==> src/hdl/mip_chain_storage_accumulator_top_defines.svh <==
// Assertion macros for the mip chain storage accumulator.
// Included by modules that carry concurrent checks; expects clk and rst in scope.
`ifndef MIP_CHAIN_STORAGE_ACCUMULATOR_TOP_DEFINES_SVH
`define MIP_CHAIN_STORAGE_ACCUMULATOR_TOP_DEFINES_SVH

// Check that is masked while reset is high.
`define MCSA_ASSERT(lbl, prop, msg) \
  lbl: assert property (@(posedge clk) disable iff (rst) prop) else $error(msg);

// Check that also holds across reset.
`define MCSA_ASSERT_RST(lbl, prop, msg) \
  lbl: assert property (@(posedge clk) prop) else $error(msg);

`endif

==> src/hdl/mcsa_pkg.sv <==
// Package for the mip chain storage accumulator: widths, word layout and
// sequencer states. No dependencies.
package mcsa_pkg;

  localparam int SIDE_BITS  = 16;
  localparam int LAYER_BITS = 16;

  // Input word fields
  localparam int SIDE_W  = 16;
  localparam int LAYER_W = 16;
  localparam int VIEW_W  = 16;
  localparam int PIX_W   = 5;
  localparam int IN_W    = 72;

  // Output word fields
  localparam int EB_W    = 51;
  localparam int TB_W    = 64;
  localparam int CNT_W   = 32;
  localparam int OUT_W   = 184;

  // Shared multiplier: side, texel sum, viewport width or area on A; side,
  // layers, height or pixel size on B
  localparam int TEX_W   = 2 * SIDE_BITS + 1;
  localparam int MUL_A_W = (TEX_W > 2 * VIEW_W) ? TEX_W : 2 * VIEW_W;
  localparam int MUL_B_W = 16;
  localparam int PROD_W  = MUL_A_W + MUL_B_W;

  localparam int BYTES_PER_TEXEL_SHIFT = 2;

  typedef enum logic [2:0] {
    ST_IDLE,
    ST_LEVEL,
    ST_ADD,
    ST_SCALE,
    ST_VIEW1,
    ST_VIEW2,
    ST_FINISH
  } state_t;

endpackage

==> src/hdl/mip_chain_storage_accumulator_top.sv <==
// Mip chain storage accumulator: sizes texture array and viewport allocations
// and keeps running totals. Depends on mcsa_pkg and the _defines.svh macros.
//
//  channel | dir | handshake         | payload
//  s       | in  | s_tvalid/s_tready | s_tuser = action, s_tdata = array/viewport fields
//  m       | out | m_tvalid/m_tready | m_tdata = event size and totals
//
// Steps: an array event does LEVEL and ADD once per level (L = 1+floor(log2 side),
// at most 16; 1 without mips), then SCALE and FINISH; a viewport event does VIEW1,
// VIEW2 and FINISH. The single shared multiplier gives one product per cycle.
// rst is synchronous and clears the sequencer, output valid and all totals.
// A result waiting on m_tready holds the sequencer in its last step; the next
// item is taken while that result still waits.
`include "mip_chain_storage_accumulator_top_defines.svh"

module mip_chain_storage_accumulator_top (
  input  logic                      clk,
  input  logic                      rst,
  input  logic                      s_tvalid,
  output logic                      s_tready,
  // [15:0] side_length, [31:16] layers, [32] with_mips, [48:33] view_width,
  // [64:49] view_height, [69:65] pixel_bytes, [71:70] zero
  input  logic [mcsa_pkg::IN_W-1:0] s_tdata,
  // [0] action
  input  logic                      s_tuser,
  output logic                      m_tvalid,
  input  logic                      m_tready,
  // [50:0] event_bytes, [114:51] total_bytes, [146:115] total_events,
  // [178:147] total_layers, [183:179] zero
  output logic [mcsa_pkg::OUT_W-1:0] m_tdata
);
  import mcsa_pkg::*;

  state_t state, state_next;

  logic [SIDE_BITS-1:0] d;
  logic [TEX_W-1:0]     texels;
  logic [MUL_B_W-1:0]   cnt;
  logic                 mips;
  logic                 is_view;
  logic [VIEW_W-1:0]    w;
  logic [VIEW_W-1:0]    h;
  logic [PIX_W-1:0]     pb;
  logic [PROD_W-1:0]    prod;

  logic [TB_W-1:0]      byte_sum;
  logic [CNT_W-1:0]     event_count;
  logic [CNT_W-1:0]     layer_sum;

  logic [MUL_A_W-1:0]   mul_a;
  logic [MUL_B_W-1:0]   mul_b;
  logic [PROD_W-1:0]    mul_p;

  logic                 accept;
  logic                 ld_out;
  logic                 more_levels;
  logic [63:0]          prod_ext;
  logic [EB_W-1:0]      bytes;
  logic [TB_W-1:0]      byte_sum_next;
  logic [CNT_W-1:0]     event_count_next;
  logic [CNT_W-1:0]     layer_sum_next;

  assign accept      = s_tvalid && s_tready;
  assign more_levels = mips && ((d >> 1) != '0);

  // Shared multiplier operand select
  always_comb begin
    mul_a = '0;
    mul_b = '0;
    unique case (state)
      ST_LEVEL: begin
        mul_a = MUL_A_W'(d);
        mul_b = MUL_B_W'(d);
      end
      ST_SCALE: begin
        mul_a = MUL_A_W'(texels);
        mul_b = cnt;
      end
      ST_VIEW1: begin
        mul_a = MUL_A_W'(w);
        mul_b = MUL_B_W'(h);
      end
      ST_VIEW2: begin
        mul_a = prod[MUL_A_W-1:0];
        mul_b = MUL_B_W'(pb);
      end
      default: begin
        mul_a = '0;
        mul_b = '0;
      end
    endcase
  end

  assign mul_p = mul_a * mul_b;

  // Event size and new totals
  always_comb begin
    prod_ext = is_view ? 64'(prod) : (64'(prod) << BYTES_PER_TEXEL_SHIFT);
    bytes    = prod_ext[EB_W-1:0];
    byte_sum_next    = byte_sum + TB_W'(bytes);
    event_count_next = event_count + CNT_W'(1);
    layer_sum_next   = is_view ? layer_sum : (layer_sum + CNT_W'(cnt));
  end

  // Sequencer
  always_comb begin
    state_next = state;
    s_tready   = 1'b0;
    ld_out     = 1'b0;
    unique case (state)
      ST_IDLE: begin
        s_tready = 1'b1;
        if (s_tvalid) begin
          state_next = s_tuser ? ST_VIEW1 : ST_LEVEL;
        end
      end
      ST_LEVEL: state_next = ST_ADD;
      ST_ADD:   state_next = more_levels ? ST_LEVEL : ST_SCALE;
      ST_SCALE: state_next = ST_FINISH;
      ST_VIEW1: state_next = ST_VIEW2;
      ST_VIEW2: state_next = ST_FINISH;
      ST_FINISH: begin
        // hold while the previous result is still unclaimed
        if (!m_tvalid || m_tready) begin
          ld_out     = 1'b1;
          state_next = ST_IDLE;
        end
      end
      default: state_next = ST_IDLE;
    endcase
  end

  always_ff @(posedge clk) begin
    if (rst) begin
      state <= ST_IDLE;
    end else begin
      state <= state_next;
    end
  end

  // Datapath
  always_ff @(posedge clk) begin
    if (accept) begin
      d       <= s_tdata[SIDE_BITS-1:0];
      cnt     <= MUL_B_W'(s_tdata[SIDE_W +: LAYER_BITS]);
      mips    <= s_tdata[SIDE_W + LAYER_W];
      w       <= s_tdata[SIDE_W + LAYER_W + 1 +: VIEW_W];
      h       <= s_tdata[SIDE_W + LAYER_W + 1 + VIEW_W +: VIEW_W];
      pb      <= s_tdata[SIDE_W + LAYER_W + 1 + 2 * VIEW_W +: PIX_W];
      is_view <= s_tuser;
      texels  <= '0;
    end
    if (state == ST_LEVEL || state == ST_SCALE || state == ST_VIEW1 ||
        state == ST_VIEW2) begin
      prod <= mul_p;
    end
    if (state == ST_ADD) begin
      texels <= texels + prod[TEX_W-1:0];
      d      <= d >> 1;
    end
  end

  // Totals and output register
  always_ff @(posedge clk) begin
    if (rst) begin
      byte_sum    <= '0;
      event_count <= '0;
      layer_sum   <= '0;
      m_tvalid    <= 1'b0;
    end else begin
      if (ld_out) begin
        byte_sum    <= byte_sum_next;
        event_count <= event_count_next;
        layer_sum   <= layer_sum_next;
        m_tvalid    <= 1'b1;
      end else if (m_tready) begin
        m_tvalid <= 1'b0;
      end
    end
  end

  always_ff @(posedge clk) begin
    if (ld_out) begin
      m_tdata <= {5'b0, layer_sum_next, event_count_next, byte_sum_next, bytes};
    end
  end

  `MCSA_ASSERT(a_busy_after_accept, (s_tvalid && s_tready) |=> !s_tready,
    "item accepted but block still ready")
  `MCSA_ASSERT(a_count_step, ld_out |=> (m_tvalid &&
    event_count == CNT_W'($past(event_count) + CNT_W'(1))),
    "event count did not advance by one on result load")
  `MCSA_ASSERT(a_zero_layers, (state == ST_SCALE && cnt == '0) |=> prod == '0,
    "array event with no layers gave nonzero product")
  `MCSA_ASSERT_RST(a_reset_clear, $past(rst) |-> (event_count == '0 &&
    byte_sum == '0 && layer_sum == '0 && !m_tvalid),
    "totals not cleared by reset")

endmodule

==> config.mk <==
export PLATFORM = sky130hd
export DESIGN_NAME = mip_chain_storage_accumulator_top
export DESIGN_NICKNAME = d
export VERILOG_FILES = /design/src/hdl/mcsa_pkg.sv /design/src/hdl/mip_chain_storage_accumulator_top.sv
export VERILOG_INCLUDE_DIRS = /design/src /design/src/hdl
export SDC_FILE = /design/constraint.sdc
export NUM_CORES = 2
export LEC_CHECK = 0
export ABC_AREA = 1
export ABC_CLOCK_PERIOD_IN_PS = 11020
export BUFFER_PORTS_ARGS = -buffer_cell sky130_fd_sc_hd__buf_4
export CAP_MARGIN = 40
export CORE_ASPECT_RATIO = 1.4
export CORE_MARGIN = 10
export CORE_UTILIZATION = 60
export CTS_CLUSTER_DIAMETER = 60
export DETAILED_ROUTE_END_ITERATION = 7
export PLACE_DENSITY = 0.83
export SYNTH_ARGS = -nofsm -noshare
export SYNTH_HDL_FRONTEND = slang
export SYNTH_SLANG_ARGS = --single-unit
==> constraint.sdc <==
create_clock -name clk -period 11.02 [get_ports clk]
set_input_delay 2.204 -clock clk [delete_from_list [all_inputs] [get_ports clk]]
set_output_delay 2.204 -clock clk [all_outputs]
set_load 0.02 [all_outputs]
==> results.yml <==
cells_and_area:
  nNetsFinal: 6661
  area_growth_syn_to_layout_pct: 10.5
  drive_above_1_share_pct: 7.78
  final_cell_count_no_fill: 6920
  stdcell_area_um2: 48400
clock_network:
  root_buffer: "clkbuf_16"
  clk_pin_slew_worst_paths_ns: 0.06
  htreeDepth: 2
  cts_tree: "yes"
  cts.sinks: 464
  cts_buffer_depth: 3
  cts_hold_buffers: 0
  cts_resized: 0
  cts_buffers: 46
  post_cts_buffers: 0
  clk_latency_ns: 0.63
placement:
  port_buffers: 255
  gp_congestion: 1.02
  place_inst: 6832
  dpl_cell_area_um2: 46800
  dp_hpwl_um: 111000
pwr:
  p_per_area_nw_per_um2: 139
  max-vdd-ir-drop_mv: 0.127
  leakagePower_nw: 24.2
sta:
  hold_viol: 0
  final_max_slew_viol_count: 0
  final.setup.tns_ns: 0
  worstMarginPinSlew_ns: 0.908
  hold-worst-slack_ns: 0.494
  max-slew-margin-rel_pct: 39.5
  fmaxAchievable_mhz: 116
  rsz0062_at_grt: "no"
  finalCritPeriodShare_pct: 78.3
  setup_violations: 0
  fin_skew_ns: 0.0413
  period_needed_ns: 8.63
route:
  drc: 17
  antenna_left: 0
  wl_per_cell_um: 20.0
  drt-vias-per-instance: 5.59
  vias: 38671
  initialDrtViolationCount: 3407
  wl_um: 138000
  drt-pass1-iter-count: 8
floorplanning:
  initial_utilization_pct: 60.3
  rows: 117
  dieArea_um2: 84300
  die_h_um: 340
  coreArea_um2: 72600
  fp.dieW_um: 248
  pin_count: 263
global_routing:
  grt_util_all_layers_pct: 32.5
  grt_overflow: 0
  grt_pass1_vias: 38949
  grt_pass1_wl_um: 212000
  antenna_found_initial: 1
  grt_max_degree: 81
worst_setup_path:
  endpoint_kind: "flip-flop"
  path_class: "flip-flop to flip-flop"
  critPathRequiredTime_ns: 11.35
  critPathLaunchType: "flip-flop"
  worstPathMaxFanout: 36
  crit_arrival_ns: 8.96
logic_synthesis:
  synth_ff_type: "edfxtp_1"
  ys_types: 51
  synth_top_family_by_area: "adder cells"
  synthSimpleGateAreaFrac_pct: 22.6
  syn_area_um2: 43800
  synthAdderAreaFrac_pct: 26.2
  synth_compound_area_share_pct: 7.90
  yosys_register_bits: 464
  synthMuxAreaShare_pct: 0
  synth_edf_count: 331
  postSynth.asyncResetShare_pct: 0
  yosysWarningCount: 0
  syn_avg_cell_area_um2: 7.67
  syn_inst: 5711
  ys_seq_area_share_pct: 28.8
  synth_xor_area_share_pct: 2.00
flow_run:
  cap_violations: 0
hold_path:
  hp-class: "flip-flop to flip-flop"
outcome:
  status: "finished with violations"
  violations: "DRC"
-- metrics by stage --
| step | utilization (%) | power (mW) | setup WS [ns] |
|---|---|---|---|
| 6_report | 66.7 | 6.71 | 2.39 |
| 5_1_grt | 66.6 | 7.06 | 2.10 |
| 4_1_cts | 66.6 | 6.66 | 2.49 |
| 3_5_place_dp | 64.4 | 5.00 | 2.54 |
| 3_3_place_gp | 64.0 | 4.92 | 2.53 |
| 2_1_floorplan | - | 4.06 | 4.80 |
-- state kept, by name, indices dropped and copies added, names as in the netlist --
register / cells
byte_sum: 64
cnt: 16
d: 16
event_count: 32
h: 16
is_view: 1
layer_sum: 32
m_tdata: 179
m_tvalid: 1
mips: 1
pb: 5
prod: 49
state: 3
texels: 33
w: 16
-- layout by cell type, fill, tap and decap left out, types with 46 or more instances in the layout --
master / netlist / routed
clkbuf_16: 0 / 46
fa_1: 435 / 435
nor2_1: 579 / 579
edfxtp_1: 331 / 331
ha_1: 221 / 221
xor2_1: 79 / 79
a21oi_1: 257 / 257
inv_1: 1244 / 1243
nand2_1: 1547 / 1545
dfxtp_1: 133 / 133
nand3_1: 192 / 192
o21ai_0: 256 / 256
nor3_1: 63 / 62
buf_4: 14 / 295
-- metal layers --
layer | track usage (%) | vias to the layer above | wire [um]
met5 | 0 | - | 0
met2 | 56.2 | 1863 | 69200
met3 | 4.76 | 541 | 11100
li1 | - | 17909 | -
met4 | 20.3 | 0 | 9890
met1 | 36.9 | 18358 | 48300
-- worst max-delay path, stage by stage (launching register included) --
cell	delay (ns)
dfxtp_1	0.46
nand2_4	0.13
nor2_8	0.55
inv_2	0.42
o21ai_0	0.41
nor2_1	0.24
inv_2	0.54
nand2_1	0.19
fa_1	0.55
fa_1	0.51
fa_1	0.51
inv_1	0.05
fa_1	0.49
fa_1	0.49
inv_1	0.05
fa_1	0.56
inv_1	0.07
ha_1	0.40
nand2_1	0.13
nor2_1	0.19
inv_1	0.11
o21ai_0	0.63
nand2_1	0.11
nand2_1	0.19
nand2_1	0.11
nand3_1	0.09
nand2_1	0.11
-- Yosys cell counts, types with 5 or more instances --
master    instances  area, um^2
xor2_1           79         692
inv_2            23        86.3
a21o_1            9        67.6
a21oi_1         257        1290
a22o_1           10        87.6
nor2_4            7        78.8
o21a_1            6        45.0
clkbuf_1         40         150
dfxtp_1         133        2660
a21boi_0          8        60.1
nand3_1         192         961
a221oi_2          6        90.1
o21ai_2           5        43.8
nand3b_1         10        75.1
nor2_1          579        2170
buf_1            17        63.8
inv_1          1244        4670
nor4_1           14        87.6
edfxtp_1        331        9940
fa_1            435        8710
buf_2            71         355
o211ai_1          6        45.0
nor2_2            7        43.8
nand4_1          30         188
nor3_1           63         315
o22ai_2          11         138
o21ai_0         256        1280
o22ai_1           5        31.3
o21bai_1         12        90.1
xnor2_1          21         184
ha_1            221        2770
a211oi_1          6        45.0
nand2_1        1547        5810
buf_4            14         105
-- logic make-up after synthesis --
family                   count (synthesis)
adder cells (fa/ha/maj)                656
buffers and inverters                 1416
AO/OA/AOI/OAI                          608
flip-flops                             464
AND/OR/NAND/NOR                       2466
XOR/XNOR                               100
other                                    1
-- power by group --
| part | switching (mW) | internal, mW | leakage, nW |
|---|---|---|---|
| logic | 1.96 | 0.799 | 19.3 |
| registers | 0.143 | 2.15 | 4.18 |
| clock network | 0.725 | 0.936 | 0.767 |
-- cell type report --
cell class | count | area (um^2)
multi-input combinational | 3835 | 25700
fill | 6148 | 24200
sequential | 464 | 12600
inverter | 1270 | 4770
timing repair buffer | 311 | 2510
clock buffer | 59 | 1250
tap | 952 | 1190
clock inverter | 27 | 354
antenna | 2 | 5.00
-- final timing paths --
path / start / end / slack [ns] / cells past startpoint
hold / removal: layer_sum[0] / layer_sum[0] / 0.49 / 2
setup / recovery: state[0] / prod[34] / 2.39 / 26
hold reg to reg: layer_sum[0] / layer_sum[0] / 0.49 / 2
setup reg to reg: state[0] / prod[34] / 2.39 / 26
Note: power is estimated with default switching activity, not from simulation.
